File: src/design/tlfq_pkg.sv
// ----------------------------------------------------------------------------
// tlfq_pkg: shared types and constants of the feedback queue scheduler
// Holds event kinds, task phases, register indexes and payload structs.
// ----------------------------------------------------------------------------
package tlfq_pkg;

  localparam int DefSlots  = 16;
  localparam int DefIdBits = 8;
  localparam int TaskW     = 8;
  localparam int QW        = 3;
  localparam int StampW    = 16;

  localparam logic [1:0] KIND_ADD    = 2'd0;
  localparam logic [1:0] KIND_PASS   = 2'd1;
  localparam logic [1:0] KIND_IO     = 2'd2;
  localparam logic [1:0] KIND_FINISH = 2'd3;

  localparam logic [1:0] PH_NEW   = 2'd0;
  localparam logic [1:0] PH_READY = 2'd1;
  localparam logic [1:0] PH_RUN   = 2'd2;
  localparam logic [1:0] PH_WAIT  = 2'd3;

  localparam logic [1:0] REG_Q1   = 2'd0;
  localparam logic [1:0] REG_Q2   = 2'd1;
  localparam logic [1:0] REG_Q3   = 2'd2;
  localparam logic [1:0] REG_WAIT = 2'd3;

  typedef struct packed {
    logic [1:0]       kind;
    logic [TaskW-1:0] task_id;
  } in_item_t;

  typedef struct packed {
    logic             running_valid;
    logic [TaskW-1:0] running_id;
    logic [1:0]       active_level;
    logic             time_advanced;
    logic             all_done;
    logic             table_full;
  } out_item_t;

  // Scan commands from controller to datapath
  typedef struct packed {
    logic       scan_clr;   // restart scan accumulators
    logic       scan_step;  // look at one slot
    logic       apply;      // commit the event
    logic       tick;       // one aging step over one slot
  } dp_cmd_t;

  typedef struct packed {
    logic last_slot;        // scan pointer at final slot
  } dp_sts_t;

endpackage

File: src/design/tlfq_datapath.sv
// ----------------------------------------------------------------------------
// tlfq_datapath: slot table, scan accumulators and event commit
// Scans the table one slot per cycle, applies the event, then ages waiting tasks.
// ----------------------------------------------------------------------------
module tlfq_datapath import tlfq_pkg::*; #(
  parameter int SLOTS   = DefSlots,
  parameter int ID_BITS = DefIdBits
) (
  input  logic            clk,
  input  logic            rst_n,
  input  in_item_t        item,
  input  dp_cmd_t         cmd,
  output dp_sts_t         sts,
  input  logic            cfg_we,
  input  logic [1:0]      cfg_index,
  input  logic [QW-1:0]   cfg_data,
  output out_item_t       result
);

  localparam int SW = (SLOTS > 1) ? $clog2(SLOTS) : 1;

  logic [SLOTS-1:0]        used_r;
  logic [ID_BITS-1:0]      task_r  [SLOTS];
  logic [1:0]              lvl_r   [SLOTS];
  logic [1:0]              ph_r    [SLOTS];
  logic [QW-1:0]           wcnt_r  [SLOTS];
  logic [SLOTS-1:0]        moved_r;
  logic [StampW-1:0]       stamp_r [SLOTS];

  logic [StampW-1:0]       next_stamp_r;
  logic [1:0]              lis_r;
  logic                    cur_v_r;
  logic [SW-1:0]           cur_s_r;
  logic                    fresh_r;
  logic [QW-1:0]           qu_r [3];
  logic                    last_t_r;
  logic [QW-1:0]           cq_r [3];
  logic [QW-1:0]           wt_r;

  // scan state
  logic [SW-1:0]           ptr_r;
  logic [2:0]              rdy_r;      // level 1..3 has a ready task
  logic [2:0]              rdy_cnt2_r; // second ready task seen per level
  logic                    wait_r;
  logic                    free_v_r;
  logic [SW-1:0]           free_s_r;
  logic [2:0]              best_v_r;
  logic [SW-1:0]           best_s_r [3];
  logic [StampW-1:0]       best_a_r [3];
  logic                    adv_r;      // time advance decided at apply
  out_item_t               res_r;

  assign sts.last_slot = (ptr_r == SW'(SLOTS-1));
  assign result = res_r;

  logic                    p_rdy;
  logic [StampW-1:0]       p_age;
  assign p_rdy = used_r[ptr_r] && (ph_r[ptr_r] == PH_NEW || ph_r[ptr_r] == PH_READY);
  assign p_age = next_stamp_r - stamp_r[ptr_r];

  // Event decision, evaluated from scan results
  logic [1:0]  sel_lvl;
  logic [1:0]  qi;
  logic        expire;
  always_comb begin
    sel_lvl = 2'd0;
    if ((lis_r == 2'd0 && rdy_r[0]) || lis_r == 2'd1) sel_lvl = 2'd1;
    else if ((lis_r == 2'd0 && rdy_r[1]) || lis_r == 2'd2) sel_lvl = 2'd2;
    else if ((lis_r == 2'd0 && rdy_r[2]) || lis_r == 2'd3) sel_lvl = 2'd3;
    qi = (sel_lvl == 2'd0) ? 2'd0 : sel_lvl - 2'd1;
    expire = (sel_lvl != 2'd0) && (qu_r[qi] == cq_r[qi]);
  end

  // Result of a pass for ready-any test after the serve step
  logic        pick_ok;
  logic        ready_after;
  always_comb begin
    pick_ok = (sel_lvl != 2'd0) && !expire && !cur_v_r && best_v_r[qi];
    // readiness after serve: picked task leaves ready, expired task becomes ready
    ready_after = 1'b0;
    if (rdy_r != 3'b000) ready_after = 1'b1;
    if (pick_ok) begin
      ready_after = 1'b0;
      for (int l = 0; l < 3; l++) begin
        if (rdy_r[l] && !(l == int'(qi))) ready_after = 1'b1;
      end
      // another ready task at same level
      if (best_v_r[qi] && rdy_cnt2_r[qi]) ready_after = 1'b1;
    end
    if (expire && cur_v_r) ready_after = 1'b1;
  end

  // Decide whether a pass advances time
  logic        pass_adv;
  always_comb begin
    pass_adv = last_t_r;
    if (sel_lvl != 2'd0) pass_adv = !expire;
    if (!ready_after && wait_r) pass_adv = 1'b1;
  end

  always_ff @(posedge clk) begin
    if (!rst_n) begin
      used_r       <= '0;
      next_stamp_r <= '0;
      lis_r        <= '0;
      cur_v_r      <= 1'b0;
      cur_s_r      <= '0;
      fresh_r      <= 1'b0;
      last_t_r     <= 1'b0;
      for (int i = 0; i < 3; i++) qu_r[i] <= '0;
      cq_r[0]      <= QW'(1);
      cq_r[1]      <= QW'(2);
      cq_r[2]      <= QW'(4);
      wt_r         <= QW'(3);
      ptr_r        <= '0;
      adv_r        <= 1'b0;
    end else begin
      // configuration writes
      if (cfg_we) begin
        case (cfg_index)
          REG_Q1:   cq_r[0] <= cfg_data;
          REG_Q2:   cq_r[1] <= cfg_data;
          REG_Q3:   cq_r[2] <= cfg_data;
          REG_WAIT: wt_r    <= cfg_data;
          default:  ;
        endcase
      end
      // clear the scan accumulators
      if (cmd.scan_clr) begin
        ptr_r    <= '0;
        rdy_r    <= '0;
        rdy_cnt2_r <= '0;
        wait_r   <= 1'b0;
        free_v_r <= 1'b0;
        best_v_r <= '0;
      end
      // examine one slot
      if (cmd.scan_step) begin
        ptr_r <= ptr_r + SW'(1);
        if (!used_r[ptr_r] && !free_v_r) begin
          free_v_r <= 1'b1;
          free_s_r <= ptr_r;
        end
        if (used_r[ptr_r] && ph_r[ptr_r] == PH_WAIT) wait_r <= 1'b1;
        for (int l = 0; l < 3; l++) begin
          if (p_rdy && lvl_r[ptr_r] == 2'(l + 1)) begin
            if (rdy_r[l]) rdy_cnt2_r[l] <= 1'b1;
            rdy_r[l] <= 1'b1;
            if (!best_v_r[l] || p_age > best_a_r[l]) begin
              best_v_r[l] <= 1'b1;
              best_s_r[l] <= ptr_r;
              best_a_r[l] <= p_age;
            end
          end
        end
      end
      // commit the event
      if (cmd.apply) begin
        ptr_r <= '0;
        res_r.time_advanced <= (item.kind == KIND_PASS) && pass_adv;
        res_r.table_full    <= (item.kind == KIND_ADD) && !free_v_r;
        adv_r               <= (item.kind == KIND_PASS) && pass_adv;
        case (item.kind)
          KIND_ADD: begin
            if (free_v_r) begin
              used_r[free_s_r]   <= 1'b1;
              task_r[free_s_r]   <= item.task_id[ID_BITS-1:0];
              lvl_r[free_s_r]    <= 2'd1;
              ph_r[free_s_r]     <= PH_NEW;
              wcnt_r[free_s_r]   <= '0;
              moved_r[free_s_r]  <= 1'b0;
              stamp_r[free_s_r]  <= next_stamp_r;
              next_stamp_r       <= next_stamp_r + StampW'(1);
            end
          end
          KIND_PASS: begin
            if (sel_lvl != 2'd0) begin
              if (expire) begin
                if (cur_v_r) begin
                  if (sel_lvl != 2'd3) begin
                    lvl_r[cur_s_r]   <= sel_lvl + 2'd1;
                    stamp_r[cur_s_r] <= next_stamp_r;
                    next_stamp_r     <= next_stamp_r + StampW'(1);
                  end
                  ph_r[cur_s_r]    <= PH_READY;
                  moved_r[cur_s_r] <= 1'b1;
                end
                cur_v_r    <= 1'b0;
                qu_r[qi]   <= '0;
                lis_r      <= 2'd0;
              end else begin
                lis_r <= sel_lvl;
                if (!cur_v_r) begin
                  if (best_v_r[qi]) begin
                    cur_v_r <= 1'b1;
                    cur_s_r <= best_s_r[qi];
                    ph_r[best_s_r[qi]] <= PH_RUN;
                    fresh_r <= 1'b0;
                  end else begin
                    fresh_r <= 1'b1;
                  end
                end else begin
                  moved_r[cur_s_r] <= 1'b0;
                  if (fresh_r) begin
                    fresh_r <= 1'b0;
                    ph_r[cur_s_r] <= PH_RUN;
                  end
                end
                qu_r[qi] <= qu_r[qi] + QW'(1);
              end
            end
            last_t_r <= pass_adv;
          end
          KIND_IO: begin
            if (cur_v_r) begin
              ph_r[cur_s_r]   <= PH_WAIT;
              wcnt_r[cur_s_r] <= '0;
              if (!moved_r[cur_s_r] && (lis_r == 2'd2 || lis_r == 2'd3)) begin
                lvl_r[cur_s_r]   <= lis_r - 2'd1;
                stamp_r[cur_s_r] <= next_stamp_r;
                next_stamp_r     <= next_stamp_r + StampW'(1);
              end
            end
            cur_v_r <= 1'b0;
          end
          default: begin
            if (cur_v_r) begin
              used_r[cur_s_r] <= 1'b0;
              cur_v_r         <= 1'b0;
              lis_r           <= 2'd0;
            end
          end
        endcase
      end
      // age waiting tasks one slot a cycle
      if (cmd.tick) begin
        ptr_r <= ptr_r + SW'(1);
        if (adv_r && used_r[ptr_r] && ph_r[ptr_r] == PH_WAIT) begin
          if (wcnt_r[ptr_r] + QW'(1) == wt_r) begin
            ph_r[ptr_r]   <= PH_READY;
            wcnt_r[ptr_r] <= '0;
          end else begin
            wcnt_r[ptr_r] <= wcnt_r[ptr_r] + QW'(1);
          end
        end
        // capture result fields from committed state
        if (sts.last_slot) begin
          res_r.running_valid <= cur_v_r;
          res_r.running_id    <= cur_v_r ? TaskW'(task_r[cur_s_r]) : '0;
          res_r.active_level  <= lis_r;
          res_r.all_done      <= (used_r == '0);
        end
      end
    end
  end

endmodule

File: src/design/tlfq_ctrl.sv
// ----------------------------------------------------------------------------
// tlfq_ctrl: event sequencer
// Accepts a transaction, runs scan, commit and aging sweeps, holds result.
// ----------------------------------------------------------------------------
module tlfq_ctrl import tlfq_pkg::*; (
  input  logic    clk,
  input  logic    rst_n,
  input  logic    in_valid,
  output logic    in_ready,
  output logic    out_valid,
  input  logic    out_ready,
  output logic    take,
  output dp_cmd_t cmd,
  input  dp_sts_t sts
);

  localparam logic [2:0] S_IDLE  = 3'd0;
  localparam logic [2:0] S_SCAN  = 3'd1;
  localparam logic [2:0] S_APPLY = 3'd2;
  localparam logic [2:0] S_TICK  = 3'd3;
  localparam logic [2:0] S_OUT   = 3'd4;

  logic [2:0] state_r, state_nxt;

  assign in_ready  = (state_r == S_IDLE);
  assign out_valid = (state_r == S_OUT);
  assign take      = in_valid && in_ready;

  always_comb begin
    state_nxt = state_r;
    cmd = '0;
    case (state_r)
      S_IDLE: begin
        if (take) begin
          cmd.scan_clr = 1'b1;
          state_nxt = S_SCAN;
        end
      end
      S_SCAN: begin
        cmd.scan_step = 1'b1;
        if (sts.last_slot) state_nxt = S_APPLY;
      end
      S_APPLY: begin
        cmd.apply = 1'b1;
        state_nxt = S_TICK;
      end
      S_TICK: begin
        cmd.tick = 1'b1;
        if (sts.last_slot) state_nxt = S_OUT;
      end
      S_OUT: begin
        if (out_ready) state_nxt = S_IDLE;
      end
      default: state_nxt = S_IDLE;
    endcase
  end

  always_ff @(posedge clk) begin
    if (!rst_n) state_r <= S_IDLE;
    else        state_r <= state_nxt;
  end

endmodule

File: src/design/three_level_feedback_queue_scheduler_unit.sv
// ----------------------------------------------------------------------------
// three_level_feedback_queue_scheduler_unit: three-level feedback scheduler
// Task slot table with per-level quanta, IO waits and aging.
// ----------------------------------------------------------------------------
// Usage:
//   in_valid/in_ready carry one event transaction (add, pass, IO, finish).
//   out_valid/out_ready return exactly one result transaction per event.
//   cfg_we/cfg_index/cfg_data write the three quanta and the IO wait count;
//   write only while the block is idle.
// Event sequence:
//   After an event is taken the block runs a scan sweep over the slot table,
//   a commit step and an aging sweep, each sweep visiting one slot per cycle,
//   and then raises out_valid. One event is in work at a time; the next is
//   taken the cycle after the result is delivered.
// Reset:
//   Synchronous active-low rst_n empties the table and loads default quanta
//   1, 2, 4 and IO wait 3.
// Stall:
//   While out_ready is low the result holds and no new event is taken.
// ----------------------------------------------------------------------------
module three_level_feedback_queue_scheduler_unit import tlfq_pkg::*; #(
  parameter int SLOTS   = DefSlots,
  parameter int ID_BITS = DefIdBits
) (
  input  logic          clk,
  input  logic          rst_n,
  input  logic          in_valid,
  output logic          in_ready,
  input  in_item_t      in_data,
  output logic          out_valid,
  input  logic          out_ready,
  output out_item_t     out_data,
  input  logic          cfg_we,
  input  logic [1:0]    cfg_index,
  input  logic [QW-1:0] cfg_data
);

  dp_cmd_t  cmd;
  dp_sts_t  sts;
  logic     take;
  in_item_t item_r;

  // capture the event
  always_ff @(posedge clk) begin
    if (take) item_r <= in_data;
  end

  tlfq_ctrl u_ctrl (
    .clk, .rst_n, .in_valid, .in_ready, .out_valid, .out_ready,
    .take, .cmd, .sts
  );

  tlfq_datapath #(.SLOTS(SLOTS), .ID_BITS(ID_BITS)) u_dp (
    .clk, .rst_n, .item(item_r), .cmd, .sts,
    .cfg_we, .cfg_index, .cfg_data, .result(out_data)
  );

  a_one_cmd: assert property (@(posedge clk) disable iff (!rst_n)
    !(cmd.scan_step && cmd.tick)) else $error("scan and aging overlap");
  a_no_take_busy: assert property (@(posedge clk) disable iff (!rst_n)
    out_valid |-> !in_ready) else $error("input taken while result pending");
  a_apply_once: assert property (@(posedge clk) disable iff (!rst_n)
    cmd.apply |=> !cmd.apply) else $error("double commit");

endmodule

File: config.mk
export PLATFORM = sky130hd
export DESIGN_NAME = three_level_feedback_queue_scheduler_unit
export DESIGN_NICKNAME = d
export VERILOG_FILES = /design/src/design/tlfq_pkg.sv /design/src/design/tlfq_datapath.sv /design/src/design/tlfq_ctrl.sv /design/src/design/three_level_feedback_queue_scheduler_unit.sv
export SDC_FILE = /design/constraint.sdc
export NUM_CORES = 1
export LEC_CHECK = 0
export ABC_CLOCK_PERIOD_IN_PS = 18600
export BUFFER_PORTS_ARGS = -buffer_cell sky130_fd_sc_hd__buf_2
export CORE_UTILIZATION = 56
export CTS_CLUSTER_DIAMETER = 100
export CTS_CLUSTER_SIZE = 28
export DETAILED_ROUTE_END_ITERATION = 16
export HOLD_SLACK_MARGIN = 0.06
export PLACE_DENSITY = 0.82
export SYNTH_ARGS = -nofsm -noshare
export SYNTH_HDL_FRONTEND = slang
export SYNTH_SLANG_ARGS = --single-unit
File: constraint.sdc
create_clock -name clk -period 18.6 [get_ports clk]
set_input_delay 0.93 -clock clk [delete_from_list [all_inputs] [get_ports clk]]
set_output_delay 0.93 -clock clk [all_outputs]
set_load 0.01 [all_outputs]
# After elaboration in Yosys (flattened, before gate mapping)
# Memories as Yosys holds them, arrays and structs flattened. A register that Yosys moved wholly into a read port is not among the register bits.
# Cells that the tools add are included.
# word_totals
mem_bits_rw	574
mem_count	9
word_cells	438
regBits	99
# op_classes
n_eq_ne	34
bitwise	21
reduce_logical	90
order_cmp	9
addsub	8
muxes	242
# memory_table
name	depth	word_bits	rd	rd_clocked_by_memory_dff	write_ports	line	source
u_dp.stamp_r	16	16	1	1	1	tlfq_datapath.sv:28	logic [StampW-1:0] stamp_r [SLOTS];
u_dp.task_r	16	8	1	1	1	tlfq_datapath.sv:23	logic [ID_BITS-1:0] task_r [SLOTS];
u_dp.best_a_r	3	16	3	0	1	tlfq_datapath.sv:49	logic [StampW-1:0] best_a_r [3];
u_dp.wcnt_r	16	3	1	1	1	tlfq_datapath.sv:26	logic [QW-1:0] wcnt_r [SLOTS];
u_dp.lvl_r	16	2	1	1	1	tlfq_datapath.sv:24	logic [1:0] lvl_r [SLOTS];
u_dp.ph_r	16	2	1	1	1	tlfq_datapath.sv:25	logic [1:0] ph_r [SLOTS];
3 more memories	-	-	-	-	-	-	
# op_table
op	n
$mux W16	18
$mux W1	154
$mux W4	21
$pmux W16 S2	2
$mux W3	18
$and A16 B16 Y16	3
$gt A16 B16 Y1	3
$pmux W16 S3	1
$reduce_or A16 Y1	3
$mux W2	19
$not A16 Y16	2
$or A16 B16 Y16	2
$logic_and A1 B1 Y1	27
$add A16 B1 Y16 const B	1
$eq A2 B2 Y1 const B	8
$logic_not A16 Y1	1
$reduce_and A4 Y1	4
$sub A16 B16 Y16	1
$lt A4 B5 Y1 const B	3
$pmux W3 S5	1
$logic_not A1 Y1	13
$logic_not A2 Y1	6
$ne A2 B1 Y1 const B	6
$ne A2 B2 Y1 const B	6
32 further kinds	81

# Depth between registers and ports, before layout
# Gate-level depths: netlist of run 1.
# An unclocked memory read counts as a cell.
# depth
word_depth	23
depth_mapped	27

# Hierarchy
# Synthesis of run 1 repeated with hierarchy kept, for this count alone.
# hier_totals
hier_cells	2002
hier_area_um2	30226.5
# modules_own_cells
mod	seq_area_each_um2	instances	area_each_um2	cells_each
tlfq_datapath	19328.5	1	29732.3	1971
three_level_feedback_queue_scheduler_unit	300.3	1	300.3	10
tlfq_ctrl	60.1	1	193.9	21

# Worst setup path after synthesis of run 1
# No wires, ideal clock.
# synth_timing
path_kind	register -> register
startpoint	register (tool-made name)
endpoint	memory u_dp.best_a_r[1][0] (netlist: u_dp.best_a_r[0][16]) (enable)
path_slack_ns	11.577
period_less_slack_ns	7.023
required_time_ns	18.222
stages_incl_launch_ff	26
t_arrival_ns	6.645
path_buffers	5
cell_sequence	dfxtp_1 buf_2 buf_2 buf_2 clkbuf_1 buf_1 mux4_2 mux4_2 inv_1 ha_1 nor2b_1 o21ai_0 a21boi_0 o211ai_1 a21oi_1 o31ai_1 o21bai_1 a21oi_1 xnor2_1 ha_1 nand2_1 nor4_1 o21ai_0 a31o_2 nand2_1 and3_1
# synth_lines
item	line
end: declaration	tlfq_datapath.sv:49

==> results of run 1 <==
-- logic make-up (layout without fill, tap and decap cells) --
logic type                 count (synthesis)  after routing  share of synthesized area, %
AOI/OAI and AO/OA                        264            264                         5.704
xor gates and xnor gates                  29             29                        0.9240
adders and majority gates                 78             78                         3.301
buffers and inverters                    172            199                         2.192
DFF                                      685            685                         67.17
muxes                                    192            192                         13.40
and+or+nand+nor                          439            439                         7.316
-- power groups by stage --
stage	combinational, mW	sequential (mW)	clock [mW]
after global routing	0.122	1.69	0.803
after floorplan	0.0853	1.71	0
after detailed placement	0.111	1.72	0
after CTS	0.112	1.68	0.756
after global placement	0.107	1.72	0
final	0.114	1.68	0.751
-- sequential cells by signal, indices dropped and copies added (netlist names), 4 cells and up, named ones only --
name,count
item_r,10
u_dp.best_a_r,48
u_dp.best_s_r,12
u_dp.cq_r,9
u_dp.cur_s_r,4
u_dp.free_s_r,4
u_dp.lvl_r,32
u_dp.next_stamp_r,16
u_dp.ph_r,32
u_dp.ptr_r,4
u_dp.qu_r,12
u_dp.result,14
u_dp.stamp_r,256
u_dp.task_r,128
u_dp.used_r,16
u_dp.wcnt_r,48
-- final cells by class --
cell class / instances / area (µm²) / share of cell area (%)
sequential: 685 / 20020 / 63.30
multi-input combinational: 1002 / 9234 / 29.20
tap: 688 / 860.8 / 2.722
clock buffer: 50 / 814.5 / 2.575
timing repair buffer: 58 / 347.8 / 1.100
inverter: 89 / 334.1 / 1.056
clock inverter: 2 / 16.27 / 0.05143
-- synthesized netlist by cell type, types with 3 or more instances --
library cell  instances  area [µm²]
a211oi_1              6       45.04
nand2b_1             13       81.33
buf_2                 6       30.03
a22oi_1               3       22.52
or4_1                 3       22.52
or3_1                 8       50.05
and3_1                8       50.05
nor3b_1               9       67.56
nand3_1              39       195.2
buf_1                17       63.81
a21o_1               16       120.1
mux4_2              165        3716
o21bai_1              4       30.03
edfxtp_1            629       18890
a31oi_1               8       50.05
nor3_1               23       115.1
o21a_1               19       142.6
nor4_1               12       75.07
mux2i_1              23       230.2
a21boi_0             24       180.2
xor2_1               10       87.58
o31ai_1              10       75.07
xnor2_1              17       148.9
nand2_1             103       386.6
clkbuf_1             60       225.2
nand4_1              20       125.1
a21oi_1              56       280.3
mux2_2                4       45.04
inv_1                89       334.1
ha_1                 77       963.4
o21ai_0              80       400.4
nor2_1              123       461.7
o211ai_1             11       82.58
nand3b_1             19       142.6
nor2b_1              27       168.9
dfxtp_1              56        1121
and2_1               21       131.4
-- per-layer routing --
metal	vias to the layer above	track usage (%)	wire, µm
met5	-	0	0
met4	0	6.944	1777
met3	138	4.424	6842
met2	976	39.79	31870
met1	8529	34.47	25160
li1	7249	-	-
-- worst max path at each step --
stage / start / end / slack, ps / cells past startpoint
after floorplan: flop / u_dp.best_a_r[0][16] / 11580 / 25
after global placement: flop / u_dp.best_a_r[0][17] / 11510 / 21
after detailed placement: flop / u_dp.best_a_r[0][20] / 11340 / 21
after CTS: flop / u_dp.best_s_r[1][1] / 11260 / 21
after global routing: flop / u_dp.best_a_r[0][16] / 10610 / 21
final: flop / u_dp.best_a_r[0][28] / 11280 / 21
-- through the flow --
step | setup WS, ps | cells
2_1_floorplan | 11580 | 1859
3_3_place_gp | 11510 | 2522
3_5_place_dp | 11340 | 2522
4_1_cts | 11260 | 2574
5_1_grt | 10610 | 2574
6_report | 11280 | 2574
==> metrics.yaml, run 1 <==
p_comb_share_pct: 4.5
total_power_mw: 2.549
cp.buffers_inverters: 2
p_leak_nw: 10.44
drt.antenna.violating_nets: 0
dpl_cell_area_mm2: 0.03080
layout_min_cycle_time_ps: 7323
hpwlAfterDp_mm: 42.27
wire_per_inst_um: 25.51
end_kind: "flop"
hold_path_depth: 1
fill_cells: 3648
postCtsResizedCells: 0
portBuffers: 35
min_path_type: "input pin to flop"
cts_max_level: 1
die_area_mm2: 0.05412
postCtsSetupBuffers: 0
nets: 1962
clk_latency_ps: 630
clock_sinks: 685
syn_area_mm2: 0.02979
gp_congestion: 0.9460
p_int_mw: 2.017
switchingPower_uw: 531.7
yosysSeqAreaShare_pct: 67.17
rsz0062_at_grt: "no"
cap_violations: 0
vias: 16890
clock.fmax_mhz: 136.6
synthToLayoutAreaGrowth_pct: 6.165
start_kind: "flop"
clockBufferDepth: 3
clockPowerShare_pct: 29.5
hold_viol: 0
first_global_vias: 16630
final_common_cell: "edfxtp_1"
worst_slew_pin_slew_ps: 1256
holdPathEnd: "item_r[5]"
rr_worst_depth: 21
seq_power_share_pct: 66.1
crit_fanout: 37
drt-pass1-iter-count: 8
worst_hold_slack_ps: 475.7
relSlewSlack_pct: 15.61
worstPathArrival_ps: 7570
cts-hold-fix-buffers: 0
crit_type: "flop to flop"
final_cell_mix: "edfxtp_1, mux4_2, nor2_1"
switching_share_pct: 20.86
cp.required_ps: 18850
final_min_period_over_clock_period_pct: 39.37
antenna_found_initial: 0
clock_skew_ps: 22.94
final_core_util_pct: 60.19
power_density_mw_per_mm2: 80.60
timing.reg2reg.setup_slack_ps: 11280
grt_max_degree: 83
vias_per_cell: 6.563
fp-row-count: 84
cts-root-buf: "clkbuf_16"
drive_gt1_share_pct: 15.59
synth.distinct_cells: 72
grt_use_total_pct: 24.58
timing.rr.end: "u_dp.best_a_r[0][28]"
io_pins: 36
setup_viol: 0
synth-edff-count: 629
fp.coreArea_mm2: 0.05255
ir_worst_vdd_mv: 0.1167
dieHeight_um: 232.6
clkTransAtPathRegs_ps: 110
cpPeakStageDelay_ps: 820
cts_tree: "yes"
worstHoldStart: "in_data[5]"
synth.avg_cell_area_um2: 16.03
setup_tns_ps: 0
async_flop_share_pct: 0
crit_family: "compound AO/OA/AOI/OAI gates"
worstPathCellList: "buf_4 -> mux4_2 -> mux4_2 -> inv_1 -> ha_1 -> nor2b_1 -> o21ai_0 -> a21boi_0 -> o211ai_1 -> a21oi_1 -> o31ai_1 -> o21bai_1 -> a21oi_1 -> xnor2_1 -> ha_1 -> nand2_1 -> nor4_1 -> o21ai_0 -> a31o_2 -> nand2_1 -> and3_1"
synth_nets: 1957
diodes: 0
fp.dieW_um: 232.6
status: "complete, no violations"
drc: 0
grt.overflow.total: 0
synth_warnings: 0
numCtsBuffers: 28
start_util_pct: 56.69
critPathSlowestCell: "and3_1"
fin_area_mm2: 0.03163
drtIter0Drc: 2255
grt_pass1_wl_mm: 99.04
synth_cells: 1859
drv_slew: 0
ys.flop_type: "edfxtp_1"
routed_wl_mm: 65.66
ys_seq_elements: 685
Note: power is estimated with default switching activity, not from simulation.
==> run 2, diff against run 1 <==
--- a/config.mk
+++ b/config.mk
@@ -5,7 +5,7 @@
 export SDC_FILE = /design/constraint.sdc
 export NUM_CORES = 1
 export LEC_CHECK = 0
-export ABC_CLOCK_PERIOD_IN_PS = 18600
+export ABC_CLOCK_PERIOD_IN_PS = 6800
 export BUFFER_PORTS_ARGS = -buffer_cell sky130_fd_sc_hd__buf_2
 export CORE_UTILIZATION = 56
 export CTS_CLUSTER_DIAMETER = 100
==> constraint.sdc (replaced) <==
create_clock -name clk -period 6.8 [get_ports clk]
set_input_delay 0.34 -clock clk [delete_from_list [all_inputs] [get_ports clk]]
set_output_delay 0.34 -clock clk [all_outputs]
set_load 0.01 [all_outputs]
==> run 2 against run 1 <==
  * Core utilization grew 0.51 points
  * Register-to-register slack worse by 11000 ps
  * Flip-flop and latch count stayed put
  * Via count increased by 0.37%
  * First-iteration DRC count shrank 3.2%
  * Design area grew 0.85%
  * Critical path type unchanged
  * Highest routed layer unchanged
==> metrics.yaml, run 2 (synthesized netlist as in run 1, its figures left out) <==
status: "complete, no violations"
worstPathArrival_ps: 6680  # -890 ps
largest_reg_flops: 256  # unchanged
cts_max_level: 1  # unchanged
grt.overflow.total: 0  # unchanged
drt-pass1-iter-count: 8  # unchanged
cap_violations: 0  # unchanged
start_util_pct: 56.69  # unchanged
cpPeakStageDelay_ps: 650  # -170 ps
drtIter0Drc: 2182  # -3.2%
fp.dieW_um: 232.6  # unchanged
ir_worst_vdd_mv: 0.2025  # +73%
layout_min_cycle_time_ps: 6372  # -951.0 ps
drive_gt1_share_pct: 16.50  # +0.91 points
grt_use_total_pct: 24.66  # +0.076 points
worstPathCellList: "buf_12 -> mux4_2 -> mux4_2 -> inv_1 -> ha_1 -> inv_1 -> o21bai_1 -> a21oi_1 -> o21bai_1 -> a211oi_1 -> nor2_1 -> xnor2_1 -> ha_1 -> nand4_1 -> nor2_1 -> a2111oi_0 -> nand2_1 -> o21ai_0 -> a21oi_1 -> and2_2"
clock_sinks: 685  # unchanged
worst_slew_pin_slew_ps: 1048  # -208.4 ps
final_core_util_pct: 60.70  # +0.51 points
critPathSlowestCell: "dfxtp_4"
dpl_cell_area_mm2: 0.03091  # +0.38%
finalWorstSetupSlack_ps: 427.9  # -10850 ps
worst_hold_slack_ps: 104.5  # -371.3 ps
setup_tns_ps: 0  # unchanged
final_min_period_over_clock_period_pct: 93.71  # +54 points
final_cells: 2609  # +1.4%
clkTransAtPathRegs_ps: 110  # about the same
cts-root-buf: "clkbuf_16"
p_leak_nw: 10.62  # +1.7%
multi_input_area_mm2: 0.009181  # -0.57%
clk_latency_ps: 610  # -20 ps
synthToLayoutAreaGrowth_pct: 7.073
wire_per_inst_um: 25.14  # -1.4%
drc: 0  # unchanged
vias_per_cell: 6.498  # -0.98%
seq_area_mm2: 0.02002  # unchanged
hold_viol: 0  # unchanged
io_pins: 36  # unchanged
end_kind: "flop"
drt.antenna.violating_nets: 0  # unchanged
gp_congestion: 0.9334  # -1.3%
grt_pass1_wl_mm: 100.4  # +1.4%
fin_area_mm2: 0.03190  # +0.85%
cp.required_ps: 7100  # -11750 ps
final_cell_mix: "edfxtp_1, mux4_2, nor2_1"
dp_cells: 2544  # +0.87%
start_kind: "flop"
min_path_type: "input pin to flop"
drv_slew: 0  # unchanged
antenna_found_initial: 0  # unchanged
relSlewSlack_pct: 29.89  # +14 points
diodes: 0  # unchanged
power_density_mw_per_mm2: 218.6  # +170%
first_global_vias: 16960  # +1.9%
routed_wl_mm: 65.59  # about the same
clock_skew_ps: 23.99  # +1.051 ps
crit_type: "flop to flop"
vias: 16950  # +0.37%
die_area_mm2: 0.05412  # unchanged
hpwlAfterDp_mm: 42.33  # +0.15%
nets: 1997  # +1.8%
largest_register: "u_dp.stamp_r"
grt_max_degree: 62  # -25%
fp-row-count: 84  # unchanged
reg_top3: "u_dp.stamp_r (256), u_dp.task_r (128)"
final_common_cell: "edfxtp_1"
pre_cts_ws_ps: 394.3  # -10940 ps
postCtsSetupBuffers: 0  # unchanged
rsz0062_at_grt: "no"
setup_viol: 0  # unchanged
crit_fanout: 61  # +65%
clock.fmax_mhz: 156.9  # +15%
clockBufferDepth: 3  # unchanged
fill_cells: 3685  # +1.0%
total_power_mw: 6.972  # +170%
crit_family: "compound AO/OA/AOI/OAI gates"
numCtsBuffers: 28  # unchanged
portBuffers: 35  # unchanged
dieHeight_um: 232.6  # unchanged
fp.coreArea_mm2: 0.05255  # unchanged
cts_tree: "yes"
cp.buffers_inverters: 3  # +1
## run 2: changes by cell type in the layout (fill, tap and decap cells not counted), moves of 12 or more
cell           delta
buf_4            +21
dlygate4sd3_1    +13
nor2_2           +12
nor2_4           -12
## run 2: final timing paths
| check | start | endpoint | slack (ps) | depth (start not counted) |
|---|---|---|---|---|
| setup / recovery | flop | u_dp.best_a_r[0][39] | 430 | 20 |
| hold / removal | out_ready | u_ctrl.state_r[2] | 100 | 3 |
| setup reg to reg | flop | u_dp.best_a_r[0][39] | 430 | 20 |
| hold reg to reg | u_dp.adv_r | u_dp.adv_r | 510 | 2 |
## run 2: final cells by class
type,instances,share of cell area [%]
flip-flops and latches,685,62.76
multi-input cells,1002,28.78
well taps,688,2.699
clock buffers,51,2.601
repair buffers,93,2.055
inverters,89,1.047
clock inverters,1,0.05099
## run 2: where the power goes
| part | total, mW | internal [mW] | switching, mW |
|---|---|---|---|
| clock | 2.05 | 0.840 | 1.21 |
| sequential | 4.60 | 4.57 | 0.0353 |
| combinational | 0.318 | 0.131 | 0.186 |
## run 2: worst register-to-register path, cell delays in order (launching register included)
cell       delay (ps)
dfxtp_4           650
buf_12            450
mux4_2            620
mux4_2            490
inv_1              70
ha_1              260
inv_1              70
o21bai_1           70
a21oi_1           260
o21bai_1          150
a211oi_1          440
nor2_1            150
xnor2_1           440
ha_1              340
nand4_1            80
nor2_1             60
a2111oi_0         580
nand2_1           120
o21ai_0           250
a21oi_1           130
and2_2            380
## run 2: repair_timing
| action | CTS | global route |
|---|---|---|
| gates resized for setup | 0 | 1 |
| endpoints found under the setup margin | 0 | 20 |
| endpoints found under the hold margin | 18 | 0 |
| hold buffers | 13 | 0 |
## run 2: layer usage
layer / vias up / wire length (µm) / track usage (%)
li1: 7304 / - / -
met1: 8542 / 25130 / 34.04
met2: 945 / 32480 / 40.59
met3: 163 / 6012 / 4.301
met4: 0 / 1974 / 6.924
met5: - / 0 / 0
